**src/sv/gbn_pkg.sv**
```systemverilog
// Shared types and constants for the go-back-n sender.
// Used by the controller, datapath, top level and checker.
package gbn_pkg;

    localparam int MAX_FRAMES  = 32;
    localparam int SEQ_MODULUS = 8;

    localparam int DATA_W  = 32;
    localparam int ADDR_W  = $clog2(MAX_FRAMES);
    localparam int IDX_W   = $clog2(MAX_FRAMES + 1);
    localparam int SEQ_W   = $clog2(SEQ_MODULUS);
    localparam int WIN_W   = 3;
    localparam int FC_W    = 6;
    localparam int CFG_W   = 6;
    localparam int CFG_IDX_W = 2;

    localparam logic [WIN_W-1:0] WIN_RESET   = WIN_W'(5);
    localparam logic [FC_W-1:0]  COUNT_RESET = FC_W'(20);

    localparam logic [CFG_IDX_W-1:0] CFG_WINDOW_SIZE = CFG_IDX_W'(0);
    localparam logic [CFG_IDX_W-1:0] CFG_FRAME_COUNT = CFG_IDX_W'(1);

    typedef enum logic [1:0] {
        FN_LOAD    = 2'd0,
        FN_ACK     = 2'd1,
        FN_TIMEOUT = 2'd2,
        FN_START   = 2'd3
    } func_t;

    typedef struct packed {
        logic load;     // store payload of accepted load item
        logic latch;    // capture func and ack of accepted event
        logic eval;     // apply ack slide, plan emission
        logic issue;    // read one frame into the output register
    } gbn_cmd_t;

    typedef struct packed {
        logic eval_empty;   // planned event emits nothing
        logic emit_last;    // frame being issued is the last of the event
        logic out_free;     // output register can take a frame this cycle
    } gbn_status_t;

endpackage

```
**src/sv/gbn_ctrl.sv**
```systemverilog
// Controller state machine of the go-back-n sender.
// Depends on gbn_pkg; drives commands to gbn_datapath.
module gbn_ctrl
    import gbn_pkg::*;
(
    input  logic        aclk,
    input  logic        aresetn,
    input  logic        s_valid,
    input  logic [1:0]  s_func,
    output logic        s_ready,
    input  gbn_status_t status,
    output gbn_cmd_t    cmd
);

    typedef enum logic [2:0] {
        ST_IDLE = 3'b001,
        ST_EVAL = 3'b010,
        ST_EMIT = 3'b100
    } state_t;

    state_t state_reg, state_next;

    always_ff @(posedge aclk) begin
        if (!aresetn) begin
            state_reg <= ST_IDLE;
        end else begin
            state_reg <= state_next;
        end
    end

    always_comb begin
        state_next = state_reg;
        cmd        = '0;
        s_ready    = 1'b0;
        unique case (state_reg)
            ST_IDLE: begin
                s_ready = 1'b1;
                if (s_valid) begin
                    if (func_t'(s_func) == FN_LOAD) begin
                        cmd.load = 1'b1;
                    end else begin
                        cmd.latch  = 1'b1;
                        state_next = ST_EVAL;
                    end
                end
            end
            ST_EVAL: begin
                cmd.eval   = 1'b1;
                state_next = status.eval_empty ? ST_IDLE : ST_EMIT;
            end
            ST_EMIT: begin
                if (status.out_free) begin
                    cmd.issue = 1'b1;
                    if (status.emit_last) begin
                        state_next = ST_IDLE;
                    end
                end
            end
            default: begin
                state_next = ST_IDLE;
            end
        endcase
    end

endmodule

```
**src/sv/gbn_datapath.sv**
```systemverilog
// Datapath of the go-back-n sender: frame store, window pointers,
// config registers and output register. Depends on gbn_pkg.
module gbn_datapath
    import gbn_pkg::*;
(
    input  logic                 aclk,
    input  logic                 aresetn,
    input  gbn_cmd_t             cmd,
    output gbn_status_t          status,
    input  logic [1:0]           s_func,
    input  logic [DATA_W-1:0]    s_payload,
    input  logic [SEQ_W-1:0]     s_ack_seq,
    input  logic                 cfg_we,
    input  logic [CFG_IDX_W-1:0] cfg_index,
    input  logic [CFG_W-1:0]     cfg_wdata,
    output logic                 m_valid,
    input  logic                 m_ready,
    output logic [SEQ_W-1:0]     m_seq_no,
    output logic [DATA_W-1:0]    m_frame_data,
    output logic                 m_is_resend,
    output logic                 m_last
);

    localparam logic [IDX_W-1:0] MAX_IDX = IDX_W'(MAX_FRAMES);

    logic [DATA_W-1:0] frame_mem [MAX_FRAMES];

    logic [WIN_W-1:0] window_size_reg;
    logic [FC_W-1:0]  frame_count_reg;
    logic [IDX_W-1:0] load_index_reg;
    logic [IDX_W-1:0] base_reg, base_next;
    logic [IDX_W-1:0] nts_reg;
    logic [IDX_W-1:0] cursor_reg;
    logic [IDX_W-1:0] rem_res_reg;
    logic [IDX_W-1:0] rem_total_reg;
    func_t            ev_func_reg;
    logic [SEQ_W-1:0] ev_ack_reg;

    logic              out_valid_reg;
    logic [SEQ_W-1:0]  out_seq_reg;
    logic [DATA_W-1:0] rd_data_reg;
    logic              out_resend_reg;
    logic              out_last_reg;

    logic             slide, do_resend;
    logic [IDX_W-1:0] outst, fc_cap, limit, win_ext;
    logic [IDX_W-1:0] room_win, room_lim, new_cnt, res_cnt, total;

    // event planning
    always_comb begin
        slide = (ev_func_reg == FN_ACK) && (base_reg < nts_reg) &&
                (ev_ack_reg == base_reg[SEQ_W-1:0]);
        do_resend = ((ev_func_reg == FN_ACK) && !slide) || (ev_func_reg == FN_TIMEOUT);
        base_next = base_reg + IDX_W'(slide);
        outst     = nts_reg - base_next;
        fc_cap    = (frame_count_reg > FC_W'(MAX_FRAMES)) ? MAX_IDX : IDX_W'(frame_count_reg);
        limit     = (fc_cap < load_index_reg) ? fc_cap : load_index_reg;
        win_ext   = IDX_W'(window_size_reg);
        room_win  = (win_ext > outst) ? (win_ext - outst) : '0;
        room_lim  = (limit > nts_reg) ? (limit - nts_reg) : '0;
        new_cnt   = (room_win < room_lim) ? room_win : room_lim;
        res_cnt   = do_resend ? outst : '0;
        total     = res_cnt + new_cnt;
    end

    assign status.eval_empty = (total == '0);
    assign status.emit_last  = (rem_total_reg == IDX_W'(1));
    assign status.out_free   = !out_valid_reg || m_ready;

    always_ff @(posedge aclk) begin
        if (!aresetn) begin
            window_size_reg <= WIN_RESET;
            frame_count_reg <= COUNT_RESET;
        end else if (cfg_we) begin
            case (cfg_index)
                CFG_WINDOW_SIZE: window_size_reg <= cfg_wdata[WIN_W-1:0];
                CFG_FRAME_COUNT: frame_count_reg <= cfg_wdata[FC_W-1:0];
                default: ;
            endcase
        end
    end

    always_ff @(posedge aclk) begin
        if (cmd.load && (load_index_reg < MAX_IDX)) begin
            frame_mem[load_index_reg[ADDR_W-1:0]] <= s_payload;
        end
        if (cmd.issue) begin
            rd_data_reg <= frame_mem[cursor_reg[ADDR_W-1:0]];
        end
    end

    always_ff @(posedge aclk) begin
        if (cmd.latch) begin
            ev_func_reg <= func_t'(s_func);
            ev_ack_reg  <= s_ack_seq;
        end
        if (cmd.issue) begin
            out_seq_reg    <= cursor_reg[SEQ_W-1:0];
            out_resend_reg <= (rem_res_reg != '0);
            out_last_reg   <= (rem_total_reg == IDX_W'(1));
        end
    end

    always_ff @(posedge aclk) begin
        if (!aresetn) begin
            load_index_reg <= '0;
            base_reg       <= '0;
            nts_reg        <= '0;
            cursor_reg     <= '0;
            rem_res_reg    <= '0;
            rem_total_reg  <= '0;
            out_valid_reg  <= 1'b0;
        end else begin
            if (cmd.load && (load_index_reg < MAX_IDX)) begin
                load_index_reg <= load_index_reg + IDX_W'(1);
            end
            if (cmd.eval) begin
                base_reg      <= base_next;
                nts_reg       <= nts_reg + new_cnt;
                cursor_reg    <= do_resend ? base_reg : nts_reg;
                rem_res_reg   <= res_cnt;
                rem_total_reg <= total;
            end
            if (cmd.issue) begin
                cursor_reg    <= cursor_reg + IDX_W'(1);
                rem_total_reg <= rem_total_reg - IDX_W'(1);
                if (rem_res_reg != '0) begin
                    rem_res_reg <= rem_res_reg - IDX_W'(1);
                end
                out_valid_reg <= 1'b1;
            end else if (m_ready) begin
                out_valid_reg <= 1'b0;
            end
        end
    end

    assign m_valid      = out_valid_reg;
    assign m_seq_no     = out_seq_reg;
    assign m_frame_data = rd_data_reg;
    assign m_is_resend  = out_resend_reg;
    assign m_last       = out_last_reg;

endmodule

```
**src/sv/go_back_n_sender.sv**
```systemverilog
// Top level of the go-back-n sender.
// Depends on gbn_pkg, gbn_ctrl and gbn_datapath.
//
// Input channel (s_): one item per event. func load stores s_payload as
// the next frame (up to 32 frames); ack, timeout and start run the window.
// Result channel (m_): one item per transmitted frame, resends first,
// then new frames; m_last marks the final frame of an event.
// Config port: cfg_we/cfg_index/cfg_wdata, index 0 window_size,
// index 1 frame_count; write only while idle.
// Sequence: a load is stored and the sender stays ready. An ack/timeout/start
// event is accepted, then passes the planning step (slide and frame counts)
// and then emits its N frames (N <= 7);
// the next item is taken once the last frame is in the output register.
// Frames are read from a single-port frame store, one per cycle while out_free.
// Reset: window_size 5, frame_count 20, all pointers zero, output empty.
// The frame store is not cleared.
// When m_ready is low the output register holds its frame and emission
// pauses; no frame is dropped.
module go_back_n_sender
    import gbn_pkg::*;
(
    input  logic                 aclk,
    input  logic                 aresetn,
    input  logic                 s_valid,
    output logic                 s_ready,
    input  logic [1:0]           s_func,
    input  logic [DATA_W-1:0]    s_payload,
    input  logic [SEQ_W-1:0]     s_ack_seq,
    output logic                 m_valid,
    input  logic                 m_ready,
    output logic [SEQ_W-1:0]     m_seq_no,
    output logic [DATA_W-1:0]    m_frame_data,
    output logic                 m_is_resend,
    output logic                 m_last,
    input  logic                 cfg_we,
    input  logic [CFG_IDX_W-1:0] cfg_index,
    input  logic [CFG_W-1:0]     cfg_wdata
);

    gbn_cmd_t    cmd;
    gbn_status_t status;

    gbn_ctrl u_ctrl (
        .aclk    (aclk),
        .aresetn (aresetn),
        .s_valid (s_valid),
        .s_func  (s_func),
        .s_ready (s_ready),
        .status  (status),
        .cmd     (cmd)
    );

    gbn_datapath u_dp (
        .aclk         (aclk),
        .aresetn      (aresetn),
        .cmd          (cmd),
        .status       (status),
        .s_func       (s_func),
        .s_payload    (s_payload),
        .s_ack_seq    (s_ack_seq),
        .cfg_we       (cfg_we),
        .cfg_index    (cfg_index),
        .cfg_wdata    (cfg_wdata),
        .m_valid      (m_valid),
        .m_ready      (m_ready),
        .m_seq_no     (m_seq_no),
        .m_frame_data (m_frame_data),
        .m_is_resend  (m_is_resend),
        .m_last       (m_last)
    );

endmodule

```
**config.mk**
```make
export PLATFORM = sky130hd
export DESIGN_NAME = go_back_n_sender
export DESIGN_NICKNAME = d
export VERILOG_FILES = /design/src/sv/gbn_pkg.sv /design/src/sv/gbn_ctrl.sv /design/src/sv/gbn_datapath.sv /design/src/sv/go_back_n_sender.sv
export SDC_FILE = /design/constraint.sdc
export NUM_CORES = 1
export LEC_CHECK = 0
export BUFFER_PORTS_ARGS = -buffer_cell sky130_fd_sc_hd__buf_4
export CAP_MARGIN = 20
export CORE_ASPECT_RATIO = 0.75
export CORE_MARGIN = 10
export CORE_UTILIZATION = 50
export CTS_BUF_LIST = sky130_fd_sc_hd__clkbuf_4
export CTS_CLUSTER_SIZE = 20
export DETAILED_ROUTE_END_ITERATION = 8
export PLACE_DENSITY = 0.65
export SLEW_MARGIN = 15
export SYNTH_ARGS = -nofsm -noshare
export SYNTH_HDL_FRONTEND = slang
export SYNTH_HIERARCHICAL = 1
export SYNTH_SLANG_ARGS = --single-unit
```
**constraint.sdc**
```tcl
create_clock -name aclk -period 10.38 [get_ports aclk]
set_input_delay 3.114 -clock aclk [delete_from_list [all_inputs] [get_ports aclk]]
set_output_delay 3.114 -clock aclk [all_outputs]
set_load 0.005 [all_outputs]
```
# Yosys cells after proc, flatten, opt, wreduce, memory -nomap -nowiden
# Memories as Yosys holds them, arrays and structs flattened. A register that Yosys moved wholly into a read port is not among the register bits.
# Cells that the tools add are included.
word_totals:
  inputBits: 50
  mem_bits_rw: 1024
  elab_cells: 94
  regBits: 59
  mem_count: 1
  output_inout_bits: 39
op_classes:
  n_mux: 32
  n_reduce_logical: 17
  n_eq_ne: 12
  n_lt_le_gt_ge: 7
  addsub: 10
memory_table:
  columns: ["memory", "words", "word_bits", "read_ports", "rd_ports_with_merged_regs", "wr", "line", "rtl"]
  rows:
  - ["u_dp.frame_mem", 32, 32, 1, 1, 1, "gbn_datapath.sv:26", "logic [DATA_W-1:0] frame_mem [MAX_FRAMES];"]
op_table:
  columns: ["operator", "n"]
  rows:
  - ["6-bit two-way mux", 14]
  - ["6-bit less-than comparator", 3]
  - ["3-bit two-way mux", 5]
  - ["6-bit by 1-bit adder with 6-bit output (second input constant)", 2]
  - ["6-bit adder", 2]
  - ["6-bit by 1-bit subtractor with 6-bit output (second input constant)", 2]
  - ["6-bit subtractor", 2]
  - ["1-bit two-way mux", 10]
  - ["3-bit case mux with 3 select lines", 1]
  - ["2-bit inequality test (second input constant)", 4]
  - ["6-bit by 1-bit adder with 6-bit output", 1]
  - ["6-bit by 1-bit equality test with 1-bit output (second input constant)", 1]
  - ["3-bit by 6-bit greater-than comparator with 1-bit output", 1]
  - ["6-bit greater-than comparator", 1]
  - ["6-bit greater-than comparator (second input constant)", 1]
  - ["6-bit zero test", 1]
  - ["6-bit less-than comparator (second input constant)", 1]
  - ["6-bit nonzero test", 1]
  - ["3-bit by 6-bit subtractor with 6-bit output", 1]
  - ["2-bit by 1-bit equality test with 1-bit output (second input constant)", 2]
  - ["1-bit logical AND", 4]
  - ["2-bit zero test", 2]
  - ["2-bit two-way mux", 2]
  - ["2-bit AND reduction", 2]
  - ["9 further kinds", 12]

# Logic depth before layout (Yosys ltp)
logic_depth:
  ltp_word: 13
  ltp_mapped: 37
  depth_no_buf: 37

# Cells and area by module
# Netlist, hierarchy kept.
modules_own_cells:
  columns: ["mod", "seq_area_each_um2", "cells_each", "n_inst", "area_each_um2"]
  rows:
  - ["gbn_datapath", 32911.6, 2059, 1, 44226.2]
  - ["gbn_ctrl", 60.1, 17, 1, 176.4]

# Worst setup path before layout
# No wires, ideal clock.
synth_timing:
  kind: "in2reg"
  start: "in m_ready"
  end: "reg u_dp.rem_res_reg[3]"
  cell_stages: 9
  path_slack_ns: 2.222
  n_path_buf: 1
  required_ns: 10.252
  arrival_ns: 8.031
  setup_ns: 0.128
  path_cell_list: "nand2b_1 nor4bb_1 clkbuf_1 nand2_1 nand2_1 o21ai_0 a22o_1 a31oi_1 nor2_1"
synth_lines:
  columns: ["item", "line", "rtl"]
  rows:
  - ["start, declared", "go_back_n_sender.sv:30", "input logic m_ready,"]
  - ["end signal, assigned", "gbn_datapath.sv:121", "rem_res_reg <= res_cnt;"]
  - ["end signal, assigned", "gbn_datapath.sv:128", "rem_res_reg <= rem_res_reg - IDX_W'(1);"]
  - ["end, declared", "gbn_datapath.sv:34", "logic [IDX_W-1:0] rem_res_reg;"]

==> flow_summary.yaml <==
critical_path:
  crit_cells: 35
  end_kind: "flip-flop"
  cp_slowest_cell: "a2111oi_0"
  cp_top_family: "compound AO/OA/AOI/OAI gates"
  r2r_end: "u_ctrl/state_reg[2]"
  start_kind: "flip-flop"
  cp_common_cell: "ha_1"
  crit_start: "u_dp/nts_reg[4]"
  required_ns: 11.35
  reg2reg_depth: 35
  endpoint: "u_ctrl/state_reg[2]"
  critPathKind: "flip-flop to flip-flop"
  crit_fanout: 7
  reg2reg_slack_ns: 2.05
  r2r_start: "u_dp/nts_reg[4]"
  cp_slowest_stage_delay_ns: 0.54
  crit_arrival_ns: 9.30
  path_buf_inv: 2
synth:
  synth_top_family_by_area: "multiplexers"
  synth-compound-area-share: 0.0196
  avgSynthCellArea_um2: 21.4
  synthAdderAreaFrac: 0.0159
  synthCells: 2076
  synthDistinctLibCells: 73
  synthFlopType: "edfxtp_1"
  syn-num-nets: 2177
  yosys.area_share.simple: 0.0237
  synth_area_um2: 44400
  synth_xor_xnor_area_share: 0.00876
  async_reset_ff_frac: 0
  synth-seq-area-share: 0.743
  muxShareOfSynthArea: 0.178
  synth_seq_cells: 1114
  ys_warn_count: 6
  synth_edf_count: 1066
detailed_routing:
  vias: 22600
  via_per_inst: 6.06
  drc: 0
  drtIter0Drc: 2199
  wire_per_inst_um: 28.1
  ant_nets: 0
  dr.pass1.iters: 5
  drt-total-wl_mm: 105
global_routing:
  grt_pass1_wl_mm: 155
  grt_max_degree: 96
  grt.overflow.total: 0
  first_global_vias: 23600
  busiest_layer: "met2"
  use_met3: 0.0435
  track_usage: 0.209
  grt_util_met1: 0.296
  antenna_found_initial: 6
  grt_use_met2: 0.322
hold_path:
  holdCritStartpoint: "u_dp/frame_count_reg[2]"
  worstHoldPathType: "flip-flop to flip-flop"
sta:
  worst-slew-pin-transition_ns: 1.19
  max-slew-margin-rel: 0.206
  max_freq_mhz: 120
  finalCritPeriodShare: 0.802
  setup_viol: 0
  slew_viol_final: 0
  timing_hold_violations_final: 0
  rsz0062_at_grt: "false"
  setup_tns_ns: 0
  finClkSkew_ns: 0.0719
  period_needed_ns: 8.33
placement:
  gp_congestion: 0.852
  place_area_um2: 46800
  dp_hpwl_mm: 52.8
  dpl.cell_count: 3263
  port_buffers: 88
clocking:
  cts_buffers: 289
  ctsHoldBuffers: 0
  clk_pin_slew_ns: 0.08
  cts.sinks: 1114
  cts_tree: "done"
  htree_levels: 5
  cts_buffer_depth: 4
  post-cts-setup-buffers: 0
  ctsResizeCount: 0
  clk_latency_ns: 1.07
  clockRootBuffer: "clkbuf_4"
layout:
  stdcell_count: 3729
  syn2layout_area_growth_pct: 12.8
  fin_util: 0.570
  nets: 2505
  stdcell_area_um2: 50100
  largest_reg_flops: 1024
  final_layout_size_suffix_gt1_frac: 0.368
floorplan:
  io_pins: 89
  rows: 94
  die_area_um2: 101000
  die_w_um: 364
  die_h_um: 278
  coreArea_um2: 87900
  initial_core_util: 0.505
job:
  max_cap_violations: 0
power_and_ir_drop:
  powerDensity_nw_per_um2: 175
  vdd_drop_max_mv: 0.125
  p_leak_nw: 15.8
  power_mw: 8.75
status:
  outcome: "finished, final reports clean"
[metal layers]
layer / part of all wire / up-vias
met2: 0.48 / 901
met5: 0.00023 / -
met3: 0.070 / 150
met1: 0.43 / 12100
li1: - / 9468
met4: 0.017 / 4
[stage by stage]
step                hold slack (ns)  setup WS [ns]
floorplan                     0.406           2.22
global placement              0.460           2.51
detailed placement            0.465           2.22
CTS                           0.477           2.20
global route                  0.504           1.43
finish                        0.478           2.05
[layout by cell type (no fill, tap or decap), types with 11 or more instances in the layout]
cell type  count
nor2_4        32
mux4_2       320
xnor2_1       25
xor2_1        15
nor2_1        60
mux2i_1       21
mux2_2        38
ha_1          46
nor2b_1       11
nand2_1       46
edfxtp_1    1066
nor3_1        11
inv_1         38
nand3_1       22
dfxtp_1       43
clkbuf_4     393
o21ai_0       14
a21oi_1       31
a21o_1        14
and3_1        11
buf_4        133
clkinv_1      58
[power breakdown]
group | total, mW | leakage, nW | switching [mW] | internal (mW)
clock | 3.48 | 1.96 | 1.67 | 1.81
sequential | 4.94 | 9.98 | 0.0142 | 4.93
combinational | 0.333 | 3.90 | 0.194 | 0.139
[cell families (layout without fill, tap and decap cells)]
kind of cell,count (synthesis),in the layout
fa+ha+maj,54,54
compound gates,122,122
other cells,1,7
flops,1114,1114
xor+xnor,42,42
mux,382,382
simple gates,223,223
buf+inv,138,633
[worst register-to-register path: cells and delay by family, from the launching register on]
kind                     cells  cell delay (ns)
AO/OA/AOI/OAI               14             3.35
XOR/XNOR                     3             0.59
adder cells (fa/ha/maj)      7             1.98
buffers and inverters        2             0.22
flip-flops                   1             0.46
multiplexers                 1             0.39
AND/OR/NAND/NOR              8             1.29
[final cells by class]
cell class / count / area [um2]
repair buffers: 136 / 1070
diodes: 6 / 15.0
well taps: 1152 / 1440
inverters: 39 / 146
fillers: 6541 / 37800
clock buffers: 393 / 2950
clock inverters: 65 / 324
multi-input cells: 824 / 11200
flip-flops and latches: 1114 / 33000
[cell usage after synthesis, types with 10 or more instances]
master,instances,share of area
nand2b_1,10,0.0014
xnor2_1,25,0.0049
dfxtp_1,48,0.022
inv_1,38,0.0032
mux2_2,38,0.0096
clkbuf_1,69,0.0058
mux2i_1,21,0.0047
nor2_1,93,0.0079
xor2_1,15,0.0030
mux4_2,320,0.16
a21oi_1,31,0.0035
nand2_1,46,0.0039
buf_1,26,0.0022
edfxtp_1,1066,0.72
and3_1,11,0.0015
nor3_1,11,0.0012
nor2b_1,11,0.0015
a21o_1,14,0.0024
nand3_1,22,0.0025
ha_1,46,0.013
o21ai_0,14,0.0016
[worst min-delay path by stage]
| stage | end | slack, ns | cells after the start |
|---|---|---|---|
| finish | u_dp/frame_count_reg[2] | 0.48 | 2 |
| global placement | u_dp/frame_count_reg[2] | 0.46 | 2 |
| detailed placement | u_dp/frame_count_reg[2] | 0.47 | 2 |
| floorplan | u_dp/m_seq_no[2] | 0.41 | 0 |
| global route | u_dp/frame_count_reg[2] | 0.50 | 2 |
| CTS | u_dp/frame_count_reg[2] | 0.48 | 2 |
No activity file was read; power rests on OpenSTA's default activity.
